## config.mk

```make
export PLATFORM = sky130hd
export DESIGN_NAME = fltw_back
export DESIGN_NICKNAME = d
export VERILOG_FILES = /design/src/hw/rtl/fltw_pkg.sv /design/src/hw/rtl/fltw_back.sv
export SDC_FILE = /design/constraint.sdc
export NUM_CORES = 1
export LEC_CHECK = 0
export ABC_AREA = 1
export BUFFER_PORTS_ARGS = -buffer_cell sky130_fd_sc_hd__buf_4
export CAP_MARGIN = 30
export CORE_AREA = 3 3 162 164
export CTS_CLUSTER_DIAMETER = 80
export DETAILED_ROUTE_END_ITERATION = 16
export DIE_AREA = 0 0 165 167
export PLACE_DENSITY = 0.65
export SYNTH_ARGS = -nofsm -noshare
export SYNTH_HDL_FRONTEND = slang
export SYNTH_SLANG_ARGS = --single-unit
export TNS_END_PERCENT = 20
```

## constraint.sdc

```tcl
create_clock -name i_clk -period 6.7 [get_ports i_clk]
set_input_delay 1.34 -clock i_clk [delete_from_list [all_inputs] [get_ports i_clk]]
set_output_delay 1.34 -clock i_clk [all_outputs]
set_load 0.05 [all_outputs]
```

## src/hw/rtl/fltw_pkg.sv

```systemverilog
// Shared types and constants for the four-level page table walker.
// Holds the queue item format, fault and command codes and the index helper.
// No dependencies.
package fltw_pkg;

    localparam int STORE_WORDS_DEF = 65536;

    localparam int VA_W     = 48;
    localparam int BASE_W   = 19;
    localparam int WIDX_W   = 16;
    localparam int DATA_W   = 64;
    localparam int OFF_W    = 33;
    localparam int BASE32_W = 32;
    localparam int IDX_W    = 9;
    localparam int PAGE_W   = 12;
    localparam int LEVELS   = 4;
    localparam int LVL_W    = 2;
    // Word index of a descriptor: a 29-bit table word offset plus a 9-bit index.
    localparam int WORD_W   = 30;

    localparam int Q_DEPTH  = 2;
    localparam int QPW      = $clog2(Q_DEPTH);
    localparam int QCW      = $clog2(Q_DEPTH + 1);

    localparam logic [DATA_W-1:0] DESC_ADDR_MASK = 64'h0000_0000_FFFF_F000;
    localparam logic [DATA_W-1:0] PAGE_OFF_MASK  = 64'h0000_0000_0000_0FFF;

    localparam logic [LVL_W-1:0] LVL_FIRST = 2'd0;
    localparam logic [LVL_W-1:0] LVL_LAST  = 2'd3;

    localparam int CFG_IW = 1;
    localparam logic [CFG_IW-1:0] CFG_RAM_BASE = 1'd0;
    localparam logic [CFG_IW-1:0] CFG_RAM_SIZE = 1'd1;

    localparam logic [BASE32_W-1:0] RAM_BASE_RST = 32'h4000_0000;
    localparam logic [OFF_W-1:0]    RAM_SIZE_RST = 33'h0_0008_0000;

    typedef enum logic {
        CMD_WRITE = 1'b0,
        CMD_XLATE = 1'b1
    } t_cmd;

    typedef enum logic [1:0] {
        FAULT_OK    = 2'd0,
        FAULT_RANGE = 2'd1,
        FAULT_STORE = 2'd2
    } t_fault;

    typedef struct packed {
        t_cmd              cmd;
        logic              wr_ok;   // write index lies inside the store
        logic [VA_W-1:0]   va;
        logic [BASE_W-1:0] base;
        logic [WIDX_W-1:0] widx;
        logic [DATA_W-1:0] wdata;
    } t_item;

    typedef struct packed {
        logic  valid;
        t_item item;
    } t_head;

    // Nine-bit table index of the given level, level 0 being the top table.
    function automatic logic [IDX_W-1:0] level_index(input logic [VA_W-1:0] va,
                                                     input logic [LVL_W-1:0] lvl);
        logic [VA_W-1:0] sh;
        sh = va >> (IDX_W * (LEVELS - 1 - int'(lvl)) + PAGE_W);
        return sh[IDX_W-1:0];
    endfunction

endpackage

```

## src/hw/rtl/fltw_back.sv

```systemverilog
// Back end of the walker: executes store writes and four-level translations.
// Depends on fltw_pkg; drives the store RAM held at the top level.
module fltw_back import fltw_pkg::*; #(
    parameter int STORE_WORDS = STORE_WORDS_DEF,
    localparam int AW = $clog2(STORE_WORDS)
) (
    input  logic                i_clk,
    input  logic                i_rst_n,
    input  t_head               i_head,
    output logic                o_pop,
    input  logic [BASE32_W-1:0] i_ram_base,
    input  logic [OFF_W-1:0]    i_ram_size,
    output logic                o_ram_we,
    output logic [AW-1:0]       o_ram_waddr,
    output logic [DATA_W-1:0]   o_ram_wdata,
    output logic                o_ram_re,
    output logic [AW-1:0]       o_ram_raddr,
    input  logic [DATA_W-1:0]   i_ram_rdata,
    output logic                o_done,
    output logic [OFF_W-1:0]    o_xlat_off,
    output logic [1:0]          o_fault
);

    localparam logic [31:0] WORDS_LIM = 32'(STORE_WORDS);

    typedef enum logic [1:0] {
        ST_IDLE = 2'b01,
        ST_WALK = 2'b10
    } t_state;

    t_state             r_state, n_state;
    logic [LVL_W-1:0]   r_lvl, n_lvl;
    logic [VA_W-1:0]    r_va, n_va;
    logic               r_oob, n_oob;
    logic               r_done, n_done;
    logic [OFF_W-1:0]   r_phys, n_phys;
    t_fault             r_fault, n_fault;

    logic [DATA_W-1:0]  desc_masked;
    logic [BASE32_W:0]  diff;
    logic [BASE32_W-1:0] off;
    logic [BASE32_W-1:0] page_bits;
    logic               last;
    logic               range_bad;
    logic               idle;
    logic [VA_W-1:0]    src_va;
    logic [LVL_W-1:0]   src_lvl;
    logic [WORD_W-1:0]  tbl_words;
    logic [WORD_W-1:0]  word;
    logic [31:0]        word32;
    logic [31:0]        widx32;
    logic               oob;

    // Descriptor to offset: borrow means the base lies above the address,
    // which is flagged out of range along with any offset above the size.
    assign desc_masked = i_ram_rdata & DESC_ADDR_MASK;
    assign diff        = {1'b0, desc_masked[BASE32_W-1:0]} - {1'b0, i_ram_base};
    assign last        = (r_lvl == LVL_LAST);
    assign page_bits   = 32'(r_va & VA_W'(PAGE_OFF_MASK));
    assign off         = diff[BASE32_W-1:0] | (last ? page_bits : '0);
    assign range_bad   = diff[BASE32_W] || ({1'b0, off} > i_ram_size);

    // Address of the next descriptor, from the queue head or the walk in flight.
    assign idle      = (r_state == ST_IDLE);
    assign src_va    = idle ? i_head.item.va : r_va;
    assign src_lvl   = idle ? LVL_FIRST : r_lvl + LVL_W'(1);
    assign tbl_words = idle ? WORD_W'(i_head.item.base[BASE_W-1:3])
                            : WORD_W'(off[BASE32_W-1:3]);
    assign word      = tbl_words + WORD_W'(level_index(src_va, src_lvl));
    assign word32    = 32'(word);
    assign oob       = (word32 >= WORDS_LIM);
    assign widx32    = 32'(i_head.item.widx);

    assign o_ram_raddr = word32[AW-1:0];
    assign o_ram_waddr = widx32[AW-1:0];
    assign o_ram_wdata = i_head.item.wdata;

    always_comb begin
        n_state  = r_state;
        n_lvl    = r_lvl;
        n_va     = r_va;
        n_oob    = r_oob;
        n_done   = 1'b0;
        n_phys   = r_phys;
        n_fault  = r_fault;
        o_pop    = 1'b0;
        o_ram_we = 1'b0;
        o_ram_re = 1'b0;
        case (r_state)
            ST_IDLE: begin
                if (i_head.valid) begin
                    o_pop = 1'b1;
                    if (i_head.item.cmd == CMD_WRITE) begin
                        o_ram_we = i_head.item.wr_ok;
                        n_done   = 1'b1;
                        n_phys   = '0;
                        n_fault  = FAULT_OK;
                    end else begin
                        o_ram_re = 1'b1;
                        n_oob    = oob;
                        n_lvl    = LVL_FIRST;
                        n_va     = i_head.item.va;
                        n_state  = ST_WALK;
                    end
                end
            end
            ST_WALK: begin
                if (r_oob) begin
                    n_done  = 1'b1;
                    n_phys  = '0;
                    n_fault = FAULT_STORE;
                    n_state = ST_IDLE;
                end else if (range_bad) begin
                    n_done  = 1'b1;
                    n_phys  = '0;
                    n_fault = FAULT_RANGE;
                    n_state = ST_IDLE;
                end else if (last) begin
                    n_done  = 1'b1;
                    n_phys  = {1'b0, off};
                    n_fault = FAULT_OK;
                    n_state = ST_IDLE;
                end else begin
                    o_ram_re = 1'b1;
                    n_oob    = oob;
                    n_lvl    = r_lvl + LVL_W'(1);
                end
            end
            default: begin
                n_state = ST_IDLE;
            end
        endcase
    end

    always_ff @(posedge i_clk) begin
        if (!i_rst_n) begin
            r_state <= ST_IDLE;
            r_lvl   <= LVL_FIRST;
            r_done  <= 1'b0;
        end else begin
            r_state <= n_state;
            r_lvl   <= n_lvl;
            r_done  <= n_done;
        end
    end

    always_ff @(posedge i_clk) begin
        r_va    <= n_va;
        r_oob   <= n_oob;
        r_phys  <= n_phys;
        r_fault <= n_fault;
    end

    assign o_done     = r_done;
    assign o_xlat_off = r_phys;
    assign o_fault    = r_fault;

`ifndef SYNTH
    a_fault_zero: assert property (@(posedge i_clk) disable iff (!i_rst_n)
        r_done |-> (r_fault == FAULT_OK || r_phys == '0))
        else $error("faulted result carries a non-zero offset");

    a_walk_ends: assert property (@(posedge i_clk) disable iff (!i_rst_n)
        (r_state == ST_WALK && r_lvl == LVL_LAST) |=> (r_state == ST_IDLE))
        else $error("walk continued past the last level");

    a_pop_valid: assert property (@(posedge i_clk) disable iff (!i_rst_n)
        o_pop |-> (i_head.valid && r_state == ST_IDLE))
        else $error("beat taken while walking or with nothing queued");
`endif

endmodule

```

; ---- After elaboration in Yosys (flattened, before gate mapping)
; Index checks and enable logic that the tools add are counted.
[classes]
n_addsub = 5
mul = 1
order_cmp = 2
n_eq_ne = 10
shifts = 1
muxes = 51
bitwise_logic = 1
n_reduce_logical = 7
[ops]
columns = cell, count
row1 = two-way mux 33 bit, 5
row2 = case mux 33 bit (2 select lines), 1
row3 = two-way mux 48 bit, 1
row4 = >> shifter 48 x 32 -> 9 bit, 1
row5 = > comparator 32 x 33 -> 1 bit, 1
row6 = subtractor 32 x 32 -> 33 bit, 1
row7 = two-way mux 2 bit, 16
row8 = OR 32 x 12 -> 32 bit, 1
row9 = adder 29 x 9 -> 30 bit, 1
row10 = "greater-or-equal comparator 30 x 17 -> 1 bit, second input constant", 1
row11 = two-way mux 29 bit, 1
row12 = two-way mux 1 bit, 20
row13 = two-way mux 12 bit, 1
row14 = "inequality test 2 bit, second input constant", 6
row15 = case mux 2 bit (2 select lines), 3
row16 = "adder 8 x 5 -> 9 bit, second input constant", 1
row17 = AND reduction 3 bit, 3
row18 = "multiplier 5 x 3 -> 8 bit, first input constant", 1
row19 = case mux 1 bit (2 select lines), 3
row20 = AND reduction 6 bit, 1
row21 = "== test 2 bit, second input constant", 2
row22 = "inequality test 4 bit, second input constant", 1
row23 = AND reduction 4 bit, 1
row24 = "subtractor 2 x 2 -> 3 bit, first input constant", 1
row25 = other kinds (4), 4
[totals]
reg_bits = 89
out_inout_bits = 135
elab_cells = 85

; ---- Logic depth before layout (Yosys ltp)
[depth]
depth_word = 12
depth_mapped = 31
ltp_nobuf = 30

; ---- Least setup slack after synthesis
; Ideal clock, no wire load.
[synth_path]
path_kind = in2out
startpoint = input port i_ram_base[22]
endpoint = output port o_ram_re
arrival_time_ps = 4758
t_required_ps = 5360
slack_ps = 602
path_stages = 22
path_buffers = 0
cell_sequence = inv_1 ha_1 a21oi_1 nand2_1 a21oi_1 nand3_1 a21boi_0 xor2_1 inv_1 ha_1 inv_1 nor2_1 nand3_1 nor3_1 nor4b_1 nand2_1 nand2_1 o21ai_0 nand2_1 nor2_1 nand3_1 a21oi_1
[synth_via]
elab_chain_len = 7
[synth_rtl]
columns = item, line
row1 = start: declaration, fltw_back.sv:11  ; input logic [BASE32_W-1:0] i_ram_base,
row2 = subtractor 32 x 32 -> 33 bit, fltw_back.sv:57  ; assign diff = {1'b0, desc_masked[BASE32_W-1:0]} - {1'b0, i_ram_base};
row3 = named net diff[31], fltw_back.sv:40  ; logic [BASE32_W:0] diff;
row4 = OR 32 x 12 -> 32 bit, fltw_back.sv:60  ; assign off = diff[BASE32_W-1:0] | (last ? page_bits : '0);
row5 = > comparator 32 x 33 -> 1 bit, fltw_back.sv:61  ; assign range_bad = diff[BASE32_W] || ({1'b0, off} > i_ram_size);
row6 = logical OR 1 bit, fltw_back.sv:61
row7 = two-way mux 1 bit, fltw_back.sv:113  ; end else if (range_bad) begin
row8 = two-way mux 1 bit, fltw_back.sv:108  ; if (r_oob) begin
row9 = case mux 1 bit (2 select lines), fltw_back.sv:89  ; case (r_state)
row10 = end: declaration, fltw_back.sv:16  ; output logic o_ram_re,
; The timed path passes the listed nets, and every way through them passes these cells.

; ---- Final worst setup path
[layout_path]
startpoint = input port i_ram_rdata[19]
endpoint = output port o_ram_re
[layout_via]
elab_chain_len = 7
[layout_rtl]
columns = item, line
row1 = start: declaration, fltw_back.sv:18  ; input logic [DATA_W-1:0] i_ram_rdata,
row2 = subtractor 32 x 32 -> 33 bit, fltw_back.sv:57
row3 = named net diff[30], fltw_back.sv:40
row4 = OR 32 x 12 -> 32 bit, fltw_back.sv:60
row5 = > comparator 32 x 33 -> 1 bit, fltw_back.sv:61
row6 = logical OR 1 bit, fltw_back.sv:61
row7 = two-way mux 1 bit, fltw_back.sv:113
row8 = two-way mux 1 bit, fltw_back.sv:108
row9 = case mux 1 bit (2 select lines), fltw_back.sv:89
; The timed path passes the listed nets, and every way through them passes these cells.

==> metrics.md <==
| Metric | Value |
|---|---|
| Area Overhead vs Synth | 22.69% |
| Flop2flop setup slack | 2.17 ns |
| Crit path DAT | 4.93 ns |
| Root buffer cell | clkbuf_16 |
| Flop pwr share | 30.3% |
| Post-synthesis sequential area ratio | 30.92% |
| Reg-to-Reg Start | r_lvl[0] |
| Starting DRT DRC Count | 437 |
| Crit path launch type | primary input |
| Fin. max-slew vios | 0 |
| Period utilization | 93.56% |
| First-pass GRT wire length | 40,880 um |
| Hold crit path type | reg -> reg |
| Commonest non-fill, non-tap cell in the layout | nand2_1 |
| Comb pwr share | 44.3% |
| Share of cells above drive strength 1 | 24.78% |
| GP Congestion | 0.9218 |
| Vias per Instance | 4.761 |
| Worst-Skew Late Latency | 0.36 ns |
| TNS Setup | 0 ns |
| Total leakage power | 5.208 nW |
| Crit path kind | in -> out |
| Top-area cell type share of the netlist area | 29.72% |
| Placed Area | 0.009936 sq mm |
| CTS sink cnt | 88 |
| Largest net degree at the start of global routing | 51 |
| Min Tclk post-route | 6.268 ns |
| Per-cell routed wire length | 15.70 um |
| Yosys warns | 0 |
| Max-Slew Margin vs Limit | 55.74% |
| Worst hold start | r_lvl[1] |
| Clk_skew | 0.02117 ns |
| Clock network power share | 25.5% |
| Element type at the critical path end | primary output |
| Final setup fails | 0 |
| Post-Syn Area per Cell | 7.064 sq um |
| Synthesis-stage register bit count | 88 |
| PortBufs | 207 |
| Hpwl dp | 21,710 um |
| Synthesized netlist net count | 1,534 |
| Async S/R FF share, synth | 0% |
| H-tree depth | 3 |
| EDFF count, synth | 83 |
| I/O pin cnt | 416 |
| R2r endpoint | r_oob |
| Total power | 0.002115 W |
| Total core area | 0.02504 sq mm |
| Pwr dens | 205.5 mW/mm^2 |
| CP endpoint | o_ram_re |
| CP startpoint | i_ram_rdata[19] |
| Number of post-CTS setup repair buffers | 0 |
| Congestion Overflow GR | 0 |
| Slew @ Worst Pin | 0.6638 ns |
| Int Pwr | 0.001241 W |
| Most frequent cells in the layout | nand2_1 (296), buf_4 (235), inv_1 (195), nor2_1 (110), edfxtp_1 (83) |
| Fin nets | 1,686 |
| Hold Path Depth | 2 |
| Vias in the first global route | 7,820 |
| Total GRT Usage | 19.00% |
| RSZ-0062 raised after global routing | false |
| Number of detailed-route iterations in the first pass | 6 |
| Distinct cell type count after synthesis | 50 |
| Synth area leader | edfxtp_1 |
| Full die area | 0.02756 sq mm |
| Chip width | 165 um |
| Clk buf depth | 2 |
| Routed WL | 26,270 um |
| Synth Flop Type | edfxtp_1 |
| Core Util, Final | 41.09% |
| Final instance area | 0.01029 sq mm |
| CTS tree | done |
| Net Switching | 0.0008736 W |
| Starting Density | 33.49% |
| Post-Synthesis Cells | 1,187 |
| TritonCTS Buffers | 9 |
| Routed Antenna Nets | 0 |
| Fmax | 159.5 MHz |
| # rows | 58 |
| Net Sw Frac | 41.31% |
| Post-synthesis cell area | 0.008386 sq mm |
| Crit-path max FO | 6 |
| Initial antenna violation count | 0 |
| Max-cap violations | 0 |
| Die Span Y | 167 um |
| R2R depth | 28 |
| Worst Path Required | 5.36 ns |
| Status | finished, final reports clean |
| DRC Markers | 0 |
| Diode count | 0 |
| CTS clk-pin slew, worst paths | 0.09 ns |
| Via count | 7,970 |
| Final Hold Fails | 0 |
| Top cells by area, synth | edfxtp_1 (30%), nand2_1 (13%), ha_1 (9.7%) |
| Worst VDD drop | 0.0002709 V |
-- layout make-up --
cell class | count | area, sq um
clock inverter | 7 | 76.32
inverter | 205 | 769.5
tap | 330 | 412.9
sequential | 88 | 2592
multi-input combinational | 798 | 4408
clock buffer | 9 | 225.2
timing repair buffer | 237 | 1804
fill | 2621 | 14750
-- per-stage QoR --
stage	cells	hold slack [ns]	setup slack (ns)
after global routing	1674	0.5017	0.02049
final	1674	0.4812	0.4317
after global placement	1658	0.4662	0.1642
after CTS	1674	0.4833	0.05211
after floorplan	1187	0.4474	0.6023
after detailed placement	1658	0.4685	0.08691
-- synth_stat cells, types with 7 or more instances --
master and number:
inv_2 7, nand2_2 24, nand4_1 18, nor2_1 113
buf_2 8, nor3_1 12, a21oi_1 59, o21ai_0 38
nand2_1 296, nand3_1 77, ha_1 65, inv_1 195
nor2_2 14, xor2_1 12, edfxtp_1 83, buf_4 81
-- power by group through the flow --
stage               Combinational (W)  Sequential [W]  Clock, W
global placement             0.000921        0.000652         0
global route                  0.00102        0.000642  0.000574
CTS                          0.000932        0.000640  0.000552
floorplan                    0.000701        0.000689         0
detailed placement           0.000926        0.000652         0
finish                       0.000936        0.000640  0.000538
-- critical path: stages --
cell     delay, ns
buf_4         0.11
ha_1          0.39
nand2_1       0.14
nor2_1        0.16
inv_1         0.10
nor2_1        0.09
nand2_1       0.10
nand2_1       0.11
nand2_1       0.08
nand2_1       0.07
nand2_1       0.09
nand2_1       0.11
inv_1         0.08
ha_1          0.29
a21oi_1       0.18
nor2_1        0.07
nor2_1        0.12
o22ai_1       0.11
a21oi_2       0.19
nand2_1       0.07
o21ai_0       0.15
nand2_1       0.14
nor2_2        0.14
nand3_2       0.12
a21oi_2       0.14
buf_4         0.20
-- state kept, by name, summed over array words and instances (netlist names) --
signal      flops
r_oob           1
o_fault         2
o_done          1
r_state         2
r_lvl           2
o_xlat_off     32
r_va           48
-- worst min path at each step --
stage | slack (ns) | endpoint
2_1_floorplan | 0.45 | r_lvl[1]
3_3_place_gp | 0.47 | r_lvl[1]
3_5_place_dp | 0.47 | r_lvl[1]
4_1_cts | 0.48 | r_lvl[1]
5_1_grt | 0.50 | r_lvl[1]
6_report | 0.48 | r_lvl[1]
-- cell families (layout without fill, tap and decap cells) --
kind of cell | after synthesis | count (layout) | synth area share, %
compound gates | 133 | 133 | 8.997
xor+xnor | 15 | 15 | 1.567
simple gates | 583 | 583 | 31.32
buf+inv | 301 | 458 | 17.22
other cells | 1 | 1 | 0.04472
fa+ha+maj | 66 | 66 | 9.937
flops | 88 | 88 | 30.92
-- routing by layer --
| metal | part of all wire [%] | up-vias | wire length, um | GRT usage, % |
|---|---|---|---|---|
| met5 | 0 | - | 0 | 0 |
| met4 | 2.5 | 0 | 659 | 5.835 |
| met3 | 6.1 | 44 | 1592 | 3.731 |
| met2 | 48 | 270 | 12520 | 32.57 |
| met1 | 44 | 3596 | 11500 | 23.90 |
| li1 | - | 4060 | - | - |
-- timing repair --
| item | CTS | global route |
|---|---|---|
| hold buffers | 0 | 0 |
| resized for setup | 0 | 13 |
| endpoints found under the setup margin | 0 | 1 |
(Power assumes the default switching activity.)
